[config.mk]
export PLATFORM = sky130hd
export DESIGN_NAME = sliding_window_sender_tracker
export DESIGN_NICKNAME = d
export VERILOG_FILES = /design/src/rtl/swst_pkg.sv /design/src/rtl/swst_cell.sv /design/src/rtl/sliding_window_sender_tracker.sv
export SDC_FILE = /design/constraint.sdc
export NUM_CORES = 1
export LEC_CHECK = 0
export BUFFER_PORTS_ARGS = -buffer_cell sky130_fd_sc_hd__buf_2
export CAP_MARGIN = 20
export CORE_MARGIN = 2
export CORE_UTILIZATION = 60
export DETAILED_ROUTE_END_ITERATION = 7
export HOLD_SLACK_MARGIN = 0.15
export PLACE_DENSITY = 0.91
export SYNTH_ARGS = -nofsm -noshare
export SYNTH_HDL_FRONTEND = slang
export SYNTH_HIERARCHICAL = 1
export SYNTH_SLANG_ARGS = --single-unit
[constraint.sdc]
create_clock -name clk -period 4.7 [get_ports clk]
set_input_delay 0.705 -clock clk [delete_from_list [all_inputs] [get_ports clk]]
set_output_delay 0.705 -clock clk [all_outputs]
set_load 0.05 [all_outputs]
[src/rtl/swst_pkg.sv]
// Shared constants, codes and types of the sliding window sender tracker.
package swst_pkg;

	localparam int WINDOW_SIZE = 4;
	localparam int SEQ_W       = 32;
	localparam int LEN_W       = 8;
	localparam int TMR_W       = 16;
	localparam int CMD_W       = 2;
	localparam int STAT_W      = 3;
	localparam int MARK_W      = 2;
	localparam int PADDR_W     = 3;
	localparam int PDATA_W     = 32;

	localparam logic [TMR_W-1:0] TIMEOUT_RST = TMR_W'(1000);

	localparam logic [CMD_W-1:0] CMD_SEND = 2'd0;
	localparam logic [CMD_W-1:0] CMD_ACK  = 2'd1;
	localparam logic [CMD_W-1:0] CMD_TICK = 2'd2;

	localparam logic [STAT_W-1:0] STAT_SENT   = 3'd0;
	localparam logic [STAT_W-1:0] STAT_FULL   = 3'd1;
	localparam logic [STAT_W-1:0] STAT_ACKED  = 3'd2;
	localparam logic [STAT_W-1:0] STAT_RETX   = 3'd3;
	localparam logic [STAT_W-1:0] STAT_FINISH = 3'd4;

	localparam logic [MARK_W-1:0] MARK_FREE = 2'd0;
	localparam logic [MARK_W-1:0] MARK_OUT  = 2'd1;
	localparam logic [MARK_W-1:0] MARK_DONE = 2'd2;

	localparam logic [2:0] OP_HOLD  = 3'd0;
	localparam logic [2:0] OP_SEND  = 3'd1;
	localparam logic [2:0] OP_ACK   = 3'd2;
	localparam logic [2:0] OP_TICK  = 3'd3;
	localparam logic [2:0] OP_SHIFT = 3'd4;

	typedef struct packed {
		logic [MARK_W-1:0] mark;
		logic [SEQ_W-1:0]  pending;
		logic [TMR_W-1:0]  timer;
	} cell_state_t;

	typedef struct packed {
		logic [2:0]       op;
		logic [SEQ_W-1:0] key;
		logic [TMR_W-1:0] timeout;
	} cell_ctrl_t;

endpackage

[src/rtl/swst_cell.sv]
// One window slot: awaited ack, slot mark, retransmit timer and due flag.
module swst_cell (
	input  logic                  clk,
	input  logic                  arst_n,
	input  swst_pkg::cell_ctrl_t  ctrl,
	input  logic                  prev_busy,
	input  swst_pkg::cell_state_t right,
	input  logic                  take,
	output swst_pkg::cell_state_t state,
	output logic                  due
);
	import swst_pkg::*;

	logic [MARK_W-1:0] mark_q;
	logic [SEQ_W-1:0]  pending_q;
	logic [TMR_W-1:0]  timer_q;
	logic              due_q;
	logic              is_target;
	logic              hit;
	logic [TMR_W:0]    aged;

	assign is_target = prev_busy && (mark_q == MARK_FREE);
	assign hit       = (mark_q == MARK_OUT) && (pending_q == ctrl.key);
	assign aged      = {1'b0, timer_q} + (TMR_W+1)'(1);

	always_ff @(posedge clk or negedge arst_n) begin
		if (!arst_n) begin
			mark_q  <= MARK_FREE;
			timer_q <= '0;
			due_q   <= 1'b0;
		end else begin
			if (take) begin
				due_q <= 1'b0;
			end
			case (ctrl.op)
				OP_SEND: begin
					if (is_target) begin
						mark_q  <= MARK_OUT;
						timer_q <= '0;
					end
				end
				OP_ACK: begin
					if (hit) begin
						mark_q  <= MARK_DONE;
						timer_q <= '0;
					end
				end
				OP_TICK: begin
					if (mark_q == MARK_OUT) begin
						if (aged >= {1'b0, ctrl.timeout}) begin
							timer_q <= '0;
							due_q   <= 1'b1;
						end else begin
							timer_q <= aged[TMR_W-1:0];
						end
					end
				end
				OP_SHIFT: begin
					mark_q  <= right.mark;
					timer_q <= right.timer;
				end
				default: begin
				end
			endcase
		end
	end

	always_ff @(posedge clk) begin
		if (ctrl.op == OP_SEND && is_target) begin
			pending_q <= ctrl.key;
		end else if (ctrl.op == OP_SHIFT) begin
			pending_q <= right.pending;
		end
	end

	assign state.mark    = mark_q;
	assign state.pending = pending_q;
	assign state.timer   = timer_q;
	assign due           = due_q;

`ifndef SYNTHESIS
	a_free_tail: assert property (@(posedge clk) disable iff (!arst_n)
		!prev_busy |-> mark_q == MARK_FREE)
		else $error("occupied slot behind a free slot");
	a_free_idle: assert property (@(posedge clk) disable iff (!arst_n)
		mark_q == MARK_FREE |-> (timer_q == '0) && !due_q)
		else $error("free slot with running timer or due flag");
`endif

endmodule

[src/rtl/sliding_window_sender_tracker.sv]
// Top level of the sliding window sender tracker: window cell chain, control and APB register.
//
// Tracks up to WINDOW_SIZE outstanding byte-numbered segments in a chain of
// slot cells, each with its own awaited ack and retransmit timer. One input
// beat is handled at a time; in_stall is high while a beat is in progress.
// A send, a refused send or any known beat after finishing goes through the
// result registers and done state to the output register. An ack slides done
// slots out of the window front, one per cycle (at most WINDOW_SIZE), then goes
// out via the done state. A tick ages all timers, then emits one retransmit beat
// per expired slot, one per cycle while out_stall allows, in slot order; a tick
// with nothing due gives no beat. The output register lets a new input beat be
// taken while a result waits on out_stall. timeout_ticks sits at byte address 0.
module sliding_window_sender_tracker (
	input  logic                           clk,
	input  logic                           arst_n,
	input  logic                           psel,
	input  logic                           penable,
	input  logic                           pwrite,
	input  logic [swst_pkg::PADDR_W-1:0]   paddr,
	input  logic [swst_pkg::PDATA_W-1:0]   pwdata,
	output logic [swst_pkg::PDATA_W-1:0]   prdata,
	output logic                           pready,
	input  logic                           in_valid,
	output logic                           in_stall,
	input  logic [swst_pkg::CMD_W-1:0]     command,
	input  logic [swst_pkg::LEN_W-1:0]     seg_length,
	input  logic [swst_pkg::SEQ_W-1:0]     ack_number,
	output logic                           out_valid,
	input  logic                           out_stall,
	output logic [swst_pkg::STAT_W-1:0]    status,
	output logic [swst_pkg::SEQ_W-1:0]     seq_start,
	output logic [swst_pkg::SEQ_W-1:0]     expected_ack,
	output logic [swst_pkg::SEQ_W-1:0]     window_base,
	output logic                           all_acked,
	output logic                           last_of_run
);
	import swst_pkg::*;

	localparam logic [1:0] ST_IDLE  = 2'd0;
	localparam logic [1:0] ST_SLIDE = 2'd1;
	localparam logic [1:0] ST_EMIT  = 2'd2;
	localparam logic [1:0] ST_DONE  = 2'd3;

	localparam cell_state_t FREE_CELL = '{mark: MARK_FREE, pending: '0, timer: '0};

	logic [1:0]        state_q;
	logic [TMR_W-1:0]  timeout_q;
	logic [SEQ_W-1:0]  next_seq_q;
	logic [SEQ_W-1:0]  final_seq_q;
	logic              final_seen_q;
	logic              finished_q;
	logic [STAT_W-1:0] res_status_q;
	logic [SEQ_W-1:0]  res_seq_q;
	logic [SEQ_W-1:0]  res_exp_q;

	logic              out_valid_q;
	logic [STAT_W-1:0] status_q;
	logic [SEQ_W-1:0]  seq_start_q;
	logic [SEQ_W-1:0]  expected_ack_q;
	logic [SEQ_W-1:0]  window_base_q;
	logic              all_acked_q;
	logic              last_of_run_q;

	cell_state_t             cells  [WINDOW_SIZE];
	cell_state_t             rights [WINDOW_SIZE];
	logic [WINDOW_SIZE-1:0]  prev_busy;
	logic [WINDOW_SIZE-1:0]  due_v;
	logic [WINDOW_SIZE-1:0]  take_v;
	logic [WINDOW_SIZE-1:0]  lowest;
	cell_ctrl_t              ctrl;

	logic              accept;
	logic              out_free;
	logic              full;
	logic              cfg_wr;
	logic [SEQ_W-1:0]  seq_next;
	logic [SEQ_W-1:0]  base_now;
	logic [SEQ_W-1:0]  due_ack;
	logic              due_last;

	// APB register
	assign pready = 1'b1;
	assign cfg_wr = psel && penable && pwrite;
	assign prdata = (paddr[PADDR_W-1] == 1'b0) ? {{(PDATA_W-TMR_W){1'b0}}, timeout_q} : '0;

	always_ff @(posedge clk or negedge arst_n) begin
		if (!arst_n) begin
			timeout_q <= TIMEOUT_RST;
		end else if (cfg_wr && paddr[PADDR_W-1] == 1'b0) begin
			timeout_q <= pwdata[TMR_W-1:0];
		end
	end

	// cell chain
	genvar g;
	generate
		for (g = 0; g < WINDOW_SIZE; g++) begin : g_cell
			if (g == 0) begin : g_head
				assign prev_busy[g] = 1'b1;
			end else begin : g_body
				assign prev_busy[g] = (cells[g-1].mark != MARK_FREE);
			end
			if (g == WINDOW_SIZE-1) begin : g_tail
				assign rights[g] = FREE_CELL;
			end else begin : g_link
				assign rights[g] = cells[g+1];
			end
			swst_cell u_cell (
				.clk       (clk),
				.arst_n    (arst_n),
				.ctrl      (ctrl),
				.prev_busy (prev_busy[g]),
				.right     (rights[g]),
				.take      (take_v[g]),
				.state     (cells[g]),
				.due       (due_v[g])
			);
		end
	endgenerate

	assign in_stall = (state_q != ST_IDLE);
	assign accept   = in_valid && !in_stall;
	assign out_free = !out_valid_q || !out_stall;
	assign full     = (cells[WINDOW_SIZE-1].mark != MARK_FREE);
	assign seq_next = next_seq_q + {{(SEQ_W-LEN_W){1'b0}}, seg_length};
	assign base_now = (cells[0].mark == MARK_OUT) ? cells[0].pending : next_seq_q;

	assign lowest   = due_v & (~due_v + WINDOW_SIZE'(1));
	assign take_v   = (state_q == ST_EMIT && out_free) ? lowest : '0;
	assign due_last = ((due_v & ~lowest) == '0);

	always_comb begin
		due_ack = '0;
		for (int i = 0; i < WINDOW_SIZE; i++) begin
			due_ack = due_ack | (cells[i].pending & {SEQ_W{lowest[i]}});
		end
	end

	always_comb begin
		ctrl.op      = OP_HOLD;
		ctrl.key     = (command == CMD_SEND) ? seq_next : ack_number;
		ctrl.timeout = timeout_q;
		if (accept && !finished_q) begin
			case (command)
				CMD_SEND: ctrl.op = full ? OP_HOLD : OP_SEND;
				CMD_ACK:  ctrl.op = OP_ACK;
				CMD_TICK: ctrl.op = OP_TICK;
				default:  ctrl.op = OP_HOLD;
			endcase
		end else if (state_q == ST_SLIDE && cells[0].mark == MARK_DONE) begin
			ctrl.op = OP_SHIFT;
		end
	end

	// sequencer
	always_ff @(posedge clk or negedge arst_n) begin
		if (!arst_n) begin
			state_q      <= ST_IDLE;
			next_seq_q   <= '0;
			final_seq_q  <= '0;
			final_seen_q <= 1'b0;
			finished_q   <= 1'b0;
		end else begin
			case (state_q)
				ST_IDLE: begin
					if (accept && command != CMD_SEND && command != CMD_ACK
					    && command != CMD_TICK) begin
						state_q <= ST_IDLE;
					end else if (accept && finished_q) begin
						state_q <= ST_DONE;
					end else if (accept) begin
						case (command)
							CMD_SEND: begin
								state_q <= ST_DONE;
								if (!full) begin
									next_seq_q <= seq_next;
									if (seg_length == '0) begin
										final_seq_q  <= seq_next;
										final_seen_q <= 1'b1;
									end
								end
							end
							CMD_ACK: begin
								state_q <= ST_SLIDE;
								if (final_seen_q && ack_number == final_seq_q) begin
									finished_q <= 1'b1;
								end
							end
							default: state_q <= ST_EMIT;
						endcase
					end
				end
				ST_SLIDE: begin
					if (cells[0].mark != MARK_DONE) begin
						state_q <= ST_DONE;
					end
				end
				ST_EMIT: begin
					if (due_v == '0 || (out_free && due_last)) begin
						state_q <= ST_IDLE;
					end
				end
				ST_DONE: begin
					if (out_free) begin
						state_q <= ST_IDLE;
					end
				end
				default: state_q <= ST_IDLE;
			endcase
		end
	end

	always_ff @(posedge clk) begin
		if (accept) begin
			res_seq_q <= '0;
			res_exp_q <= '0;
			if (finished_q) begin
				res_status_q <= STAT_FINISH;
			end else if (command == CMD_SEND) begin
				if (full) begin
					res_status_q <= STAT_FULL;
				end else begin
					res_status_q <= STAT_SENT;
					res_seq_q    <= next_seq_q;
					res_exp_q    <= seq_next;
				end
			end else begin
				res_status_q <= STAT_ACKED;
			end
		end
	end

	// output register
	always_ff @(posedge clk or negedge arst_n) begin
		if (!arst_n) begin
			out_valid_q <= 1'b0;
		end else if (state_q == ST_DONE && out_free) begin
			out_valid_q <= 1'b1;
		end else if (state_q == ST_EMIT && out_free && due_v != '0) begin
			out_valid_q <= 1'b1;
		end else if (!out_stall) begin
			out_valid_q <= 1'b0;
		end
	end

	always_ff @(posedge clk) begin
		if (state_q == ST_DONE && out_free) begin
			status_q       <= res_status_q;
			seq_start_q    <= res_seq_q;
			expected_ack_q <= res_exp_q;
			window_base_q  <= base_now;
			all_acked_q    <= finished_q;
			last_of_run_q  <= 1'b1;
		end else if (state_q == ST_EMIT && out_free && due_v != '0) begin
			status_q       <= STAT_RETX;
			seq_start_q    <= '0;
			expected_ack_q <= due_ack;
			window_base_q  <= base_now;
			all_acked_q    <= finished_q;
			last_of_run_q  <= due_last;
		end
	end

	assign out_valid    = out_valid_q;
	assign status       = status_q;
	assign seq_start    = seq_start_q;
	assign expected_ack = expected_ack_q;
	assign window_base  = window_base_q;
	assign all_acked    = all_acked_q;
	assign last_of_run  = last_of_run_q;

`ifndef SYNTHESIS
	a_due_emit: assert property (@(posedge clk) disable iff (!arst_n)
		(due_v != '0) |-> state_q == ST_EMIT)
		else $error("retransmit pending outside emit phase");
	a_fin_hold: assert property (@(posedge clk) disable iff (!arst_n)
		finished_q |=> finished_q)
		else $error("finished flag dropped");
`endif

endmodule
==> results by group, run 1 <==
Cells and area
  • Fin nets: 3,007
  • Layout cells sized above 1: 23.0%
  • Synth-to-layout area growth: 15.1%
  • Final core occ: between 70% and 80%
  • Fin area: 31,300 µm²
  • Final cell count without fillers: between 3,000 and 4,000

Setup path
  • Required @ worst endpoint: 5210 ps
  • CP Launch Type: flip-flop
  • CP arrival: between 5000 and 6000 ps
  • Crit Path Class: reg2reg
  • Critical path peak fanout: 10
  • Setup crit end kind: flip-flop

Synthesis
  • Share of the synthesized area in the top cell type: between 30 and 40%
  • Avg Cell Area, Syn: approximately 11 µm²
  • Primary FF master, synth: edfxtp_1
  • Area leader, netlist: edfxtp_1
  • Number of enable flip-flop cells after synthesis: 295
  • Seq/Total Area, Yosys: 47.5%
  • Largest cells by area after synthesis: edfxtp_1 33%, dfrtp_1 14%, mux2_2 7.3%
  • Post-synthesis cell count: 2,547
  • Most common cell in the netlist: edfxtp_1
  • YS warnings: 6
  • Synth async-reset ratio: 35.2%
  • Yosys cell types: 99
  • Most instantiated cells after synthesis: 295 x edfxtp_1, 209 x nand2_1, 175 x mux2_2, 160 x xnor2_1, 155 x dfrtp_1
  • Synthesized flop and latch total: 457
  • Synth Cell Area: roughly 27,000 µm²

Timing
  • Fin Hold WS: roughly 200 ps
  • Fmax: approximately 220 MHz
  • Fin crit share: between 90 and 100%
  • Slew headroom: between 20% and 30%
  • Worst slew pin tran: 1120 ps
  • Min Tclk post-route: about 4600 ps
  • Slew Viols, Final: 0
  • Fin Setup TNS: 0 ps
  • Clock skew: between 40 and 50 ps
  • Setup-failing EPs final: 0
  • Fin. Hold Viols: 0
  • Final worst setup slack: between 100 and 150 ps

Worst hold path
  • Hold Crit Class: in2async

Place
  • Routability congestion estimate: ~0.98
  • Post-DP HPWL: 62,100 µm
  • IO buf count: approximately 180
  • Post-DP Area: between 20,000 and 30,000 µm²
  • Placed insts: about 3,400
  • Pre-CTS setup slack: -288 ps

Route
  • Vias: approximately 23,000
  • DRT iter0 DRCs: 3,254
  • Residual DRC count: 0
  • Post-route ant nets: 0
  • Average wire per cell in the routed design: 25.2 µm
  • Vias per inst: 6.59
  • First-pass DRT Iterations: 6
  • Final WL: roughly 88,000 µm

Clock network
  • TritonCTS clock tree: built
  • Clock Sinks: around 460
  • Clock-pin slew on the worst setup and hold paths: 70 ps
  • Clock root buffer master: clkbuf_16
  • Clk Latency, worst-skew pair: about 630 ps
  • Max Buffers Root-to-Sink: 3
  • Clock buffer count from CTS: 48
  • CTS H-tree depth: 2

Floorplanning
  • Die height: 217 µm
  • Core ar.: 44,400 µm²
  • DIE WIDTH: 217 µm
  • I/O Pins: 220
  • Die area: roughly 47,000 µm²
  • Initial Util: between 60% and 70%
  • Cell Rows: 77

Job
  • Total of max-cap violations: 0

Global routing
  • Pin count of the biggest net entering global routing: between 90 and 100
  • Global-route wire length before repair: between 100,000 and 150,000 µm
  • Total track usage: a little under two fifths
  • Number of global-route vias before repair: 22,300
  • Grt total ovfl: 0
  • Initial antenna violation count: 1

Pwr
  • Overall power: between 15 and 20 mW
  • P_leak: roughly 13 nW
  • Power per cell area: roughly 490 nW/µm²
  • Worst vdd ir: between 600 and 700 µV

Run status
  • Status: finished, final reports clean
[worst max-delay path, cell delays in order, from the launching register on]
cell and delay (ps):
dfrtp_1 460, ha_1 230, fa_1 280, a211oi_2 110, o211ai_1 310, buf_4 250, nand4b_4 180, or3_1 410
a31oi_1 250, buf_4 190, xor2_1 160, nor4_1 330, buf_4 180, nand4_1 140, nor4_4 280, buf_4 170
a21oi_1 90, buf_4 240, o221ai_1 200
[registers in the layout (all words and copies together) (netlist names), 2 cells and up]
name	flops
state_q	2
seq_start	32
res_seq_q	32
g_cell.u_cell/pending_q	128
g_cell.u_cell/mark_q	8
final_seq_q	32
res_exp_q	32
g_cell.u_cell/timer_q	64
g_cell.u_cell/due	4
res_status_q	3
status	3
next_seq_q	32
timeout_q	16
window_base	32
expected_ack	32
[cell families after synthesis]
| group | synth area share (%) |
|---|---|
| fa+ha+maj | 3.75 |
| compound gates | 12.2 |
| flops | 47.5 |
| other cells | 0.0276 |
| simple gates | 16.4 |
| mux | 7.75 |
| buf+inv | 4.35 |
| xor+xnor | 7.96 |
[routing by layer]
layer / GRT usage (%) / wire [µm] / up-vias
met5: 0 / 0 / -
met4: 21.6 / 6070 / 0
met3: 6.01 / 8680 / 365
met2: 59.7 / 41200 / 1603
met1: 46.6 / 31600 / 11000
li1: - / - / 9905
[layout make-up]
cell class,instances,area [µm²]
Sequential cell,457,12900
Antenna cell,1,2.50
Clock buffer,61,1340
Timing Repair Buffer,330,2080
Multi-Input combinational cell,1896,13400
Tap cell,592,741
Fill cell,3076,13200
Inverter,110,413
Clock inverter,29,348
[path summary, 6_finish.rpt]
| path | from | to | slack, ps | cells past startpoint |
|---|---|---|---|---|
| max reg2reg | next_seq_q[0] | g_cell[0].u_cell/timer_q[5] | 130 | 18 |
| min in group clk | pwdata[9] | timeout_q[9] | 330 | 2 |
| min reg2reg | final_seen_q | final_seen_q | 470 | 1 |
| max in group asynchronous | arst_n | next_seq_q[1] | 3530 | 2 |
| max | next_seq_q[0] | g_cell[0].u_cell/timer_q[5] | 130 | 18 |
| min | arst_n | timeout_q[12] | 200 | 1 |
[power by group]
part / switching, mW / total [mW] / internal (mW)
logic: 4.05 / 5.56 / 1.51
registers: 0.544 / 5.78 / 5.24
clock network: 1.73 / 4.11 / 2.38
[layout by cell type (no fill, tap or decap), types with 7 or more instances in the layout]
| cell type | netlist | routed |
|---|---|---|
| edfxtp_1 | 295 | 295 |
| nand2_1 | 209 | 208 |
| buf_2 | 18 | 185 |
| mux2_2 | 175 | 175 |
| xnor2_1 | 160 | 160 |
| dfrtp_1 | 155 | 154 |
| nor2_1 | 143 | 143 |
| buf_4 | 20 | 138 |
| o21ai_0 | 121 | 121 |
| inv_1 | 108 | 107 |
| xor2_1 | 87 | 87 |
| ha_1 | 79 | 78 |
| a21oi_1 | 78 | 76 |
| nand3_1 | 75 | 75 |
| conb_1 | 2 | 70 |
| and2_1 | 69 | 69 |
| nand4_1 | 65 | 65 |
| clkbuf_16 | 0 | 51 |
| a22oi_1 | 48 | 48 |
| nor3_1 | 48 | 47 |
| a31oi_1 | 37 | 37 |
| a221oi_1 | 33 | 33 |
| nor4_1 | 30 | 29 |
| and3_1 | 29 | 28 |
| nand2b_1 | 26 | 26 |
| or3_1 | 26 | 26 |
| nor2b_1 | 25 | 23 |
| a211oi_1 | 20 | 19 |
| o221ai_1 | 19 | 19 |
| o211ai_1 | 15 | 15 |
| a22o_1 | 14 | 14 |
| a21o_1 | 13 | 13 |
| o31ai_1 | 12 | 12 |
| nand3b_1 | 9 | 9 |
| mux2_4 | 9 | 9 |
| o21a_1 | 8 | 8 |
| nand4b_1 | 7 | 7 |
| clkinv_2 | 0 | 7 |
| clkbuf_1 | 90 | 7 |
[timing repair]
item                                    in CTS  in global routing
gates resized for setup                      1                  5
buffers inserted                             0                  1
endpoints found under the setup margin       4                 20
hold buffers                                 0                  0
endpoints found under the hold margin        0                  0
pin swaps                                    0                  1
Note: power is estimated with default switching activity, not from simulation.
==> run 2: changes to the inputs <==
clock period = 5.9 ns   (was 4.7 ns; I/O delays follow)
==> run 2 against run 1 <==
Compared with the run above:
- sequential share of layout area grew 0.76 points
- highest routed layer is now met5
- clock skew is 17 ps lower
- cell area fell by 1.8%
- hold slack better by 170 ps
- first-iteration DRC count up 17%
- worst setup slack improved by 580 ps
- flip-flop and latch count unchanged
- via count is 0.69% higher
- sequential power shrank 21%
==> results by group, run 2 (synthesis gave the netlist of run 1 again) <==
Clock network
  • TritonCTS clock tree: built
  • CTS H-tree depth: 2 (unchanged)
  • Clock buffer count from CTS: 49 (+2.1%)
  • Clk Latency, worst-skew pair: 610 ps (-20 ps)
  • Clock Sinks: 457 (unchanged)
  • CTS Hold Buffers Added: 0 (unchanged)
  • Max Buffers Root-to-Sink: 3 (unchanged)
  • Clock-pin slew on the worst setup and hold paths: 60 ps (about the same)
  • CTS resizes: 0 (-1)
  • Clock root buffer master: clkbuf_16
  • Post-CTS Setup Inserts: 0 (unchanged)

Route
  • First-pass DRT Iterations: 6 (unchanged)
  • Average wire per cell in the routed design: 25.8 µm (+2.5%)
  • Residual DRC count: 0 (unchanged)
  • Post-route ant nets: 0 (unchanged)
  • Vias: 23,100 (+0.69%)
  • Vias per inst: 6.77 (+2.7%)
  • Final WL: 88,000 µm (+0.46%)
  • DRT iter0 DRCs: 3,801 (+17%)

Pwr
  • Logic pwr share: 34.9% (-1.1 points)
  • Worst vdd ir: 588 µV (-3.3%)
  • Share of power burned in registers: 37.6% (+0.2 points)
  • Switching share of total power: 41.0% (+0.15 points)
  • P_int: 7.19 mW (-21%)
  • P_leak: 12.2 nW (-2.8%)
  • Power per cell area: 397 nW/µm² (-20%)
  • Clk pwr share: 27.5% (+0.9 points)
  • Sw power: 5.01 mW (-21%)

Job
  • Total of max-cap violations: 0 (unchanged)

Floorplanning
  • Cell Rows: 77 (unchanged)
  • Die area: 47,000 µm² (unchanged)
  • I/O Pins: 220 (unchanged)
  • DIE WIDTH: 217 µm (unchanged)
  • Core ar.: 44,400 µm² (unchanged)
  • Die height: 217 µm (unchanged)
  • Initial Util: 61.2% (unchanged)

Cells and area
  • Multi-input logic area: 13,400 µm² (-0.21%)
  • Fillers: 3,068 (-0.26%)
  • Sequential Area: 12,900 µm² (unchanged)
  • Highest-count cells in the layout ignoring fill and taps: 295 x edfxtp_1, 208 x nand2_1, 184 x buf_2
  • Most common cell after layout, fill and taps aside: edfxtp_1
  • Layout cells sized above 1: 21.1% (-1.9 points)
  • Fin nets: 2,935 (-2.4%)
  • Biggest register: g_cell.u_cell/pending_q
  • Biggest regs: g_cell.u_cell/pending_q x128, g_cell.u_cell/timer_q x64
  • Synth-to-layout area growth: 13.0%
  • Largest register FFs: 128 (unchanged)

Place
  • IO buf count: 184 (unchanged)
  • Routability congestion estimate: 1.07 (+9.0%)
  • Post-DP HPWL: 62,200 µm (about the same)

Timing
  • Min Tclk post-route: 5190 ps (+618 ps)
  • Fmax: 193 MHz (-12%)
  • Fin. Hold Viols: 0 (unchanged)
  • Setup-failing EPs final: 0 (unchanged)
  • Fin Hold WS: 369 ps (+166 ps)
  • Worst slew pin tran: 1120 ps (+2.53 ps)
  • RSZ-0062 raised after global routing: false
  • Slew headroom: 25.2% (-0.19 points)
  • Slew Viols, Final: 0 (unchanged)
  • Fin crit share: 88.0% (-9.3 points)
  • Clock skew: 25.4 ps (-17.3 ps)
  • Fin Setup TNS: 0 ps (unchanged)

Setup path
  • Required @ worst endpoint: 6400 ps (+1190 ps)
  • Number of cells on the critical path: 15 (-3)
  • CP Launch Type: flip-flop
  • Worst stage delay on the critical path: 470 ps (about the same)
  • CP arrival: 5690 ps (+610 ps)
  • Crit Path Class: reg2reg
  • Critical path peak fanout: 9 (-1)
  • Worst path cell trace: ha_1, fa_1, a211oi_1, o211ai_1, buf_4, nand4b_2, o21ai_0, a31oi_1, xor2_1, nor4_1, nand4_1, nor4_4, a21oi_1, buf_4, o221ai_1
  • Setup crit end kind: flip-flop
  • Slowest stage cell, crit path: dfrtp_1
  • CP Buf/Inv Count: 2 (-3)
  • FF-to-FF path depth: 15 (-3)
  • Top delay family on crit path: compound AO/OA/AOI/OAI gates
  • Critical Path Most Common Cell: buf_4

Global routing
  • Pin count of the biggest net entering global routing: 94 (-3.1%)
  • Global-route wire length before repair: 132,000 µm (+0.18%)
  • Number of global-route vias before repair: 22,100 (-0.78%)
  • Total track usage: 36.6% (-0.047 points)
  • Initial antenna violation count: 5 (+4)
  • Grt total ovfl: 0 (unchanged)

Worst hold path
  • Hold Crit Class: in2async

Run status
  • Status: finished, final reports clean
[run 2: cell types whose count changed in the layout (fill, tap and decap cells not counted), moves of 3 or more]
cell	previous run	this run
buf_12	5	1
buf_4	138	71
clkbuf_8	3	6
clkinv_1	5	2
clkinvlp_4	4	7
[run 2: power groups by stage]
stage | registers [mW] | logic (mW) | clock network [mW]
final | 4.59 | 4.26 | 3.35
after global routing | 4.63 | 4.44 | 3.47
after CTS | 4.58 | 4.15 | 3.35
after detailed placement | 4.63 | 4.09 | 0
after global placement | 4.60 | 3.97 | 0
after floorplan | 5.53 | 1.86 | 0
[run 2: final timing paths]
kind	startpoint	end	slack (ps)
setup / recovery	next_seq_q[0]	g_cell[1].u_cell/timer_q[5]	710
hold / removal	arst_n	timeout_q[11]	370
setup reg to reg	next_seq_q[0]	g_cell[1].u_cell/timer_q[5]	710
hold reg to reg	final_seen_q	final_seen_q	480
max in group asynchronous	arst_n	final_seq_q[6]	4410
min in group clk	final_seen_q	final_seen_q	480
[run 2: final cells by class]
type                    instances  share of cell area, %
flip-flops and latches        457                   42.1
multi-input cells            1896                   43.6
clock buffers                  60                   4.33
diodes                          3                 0.0245
clock inverters                32                   1.37
inverters                     110                   1.35
well taps                     592                   2.41
repair buffers                257                   4.84
[run 2: layer usage]
| layer | global-route usage (%) | part of all wire, % |
|---|---|---|
| met5 | 0 | 0.020 |
| met4 | 18.6 | 6.0 |
| met3 | 7.03 | 12 |
| met2 | 58.7 | 47 |
| met1 | 47.9 | 36 |
[run 2: per-stage QoR]
stage / cell area (µm²) / std cells / utilization, % / power [mW] / setup slack (ps)
after floorplan: 27400 / 2615 / - / 7.39 / 1040
after global placement: 28900 / 3308 / 65.1 / 8.56 / 581
after detailed placement: 28900 / 3309 / 65.1 / 8.72 / 418
after CTS: 30700 / 3401 / 69.0 / 12.1 / 904
after global routing: 30700 / 3407 / 69.1 / 12.5 / 510
final: 30700 / 3407 / 69.1 / 12.2 / 710
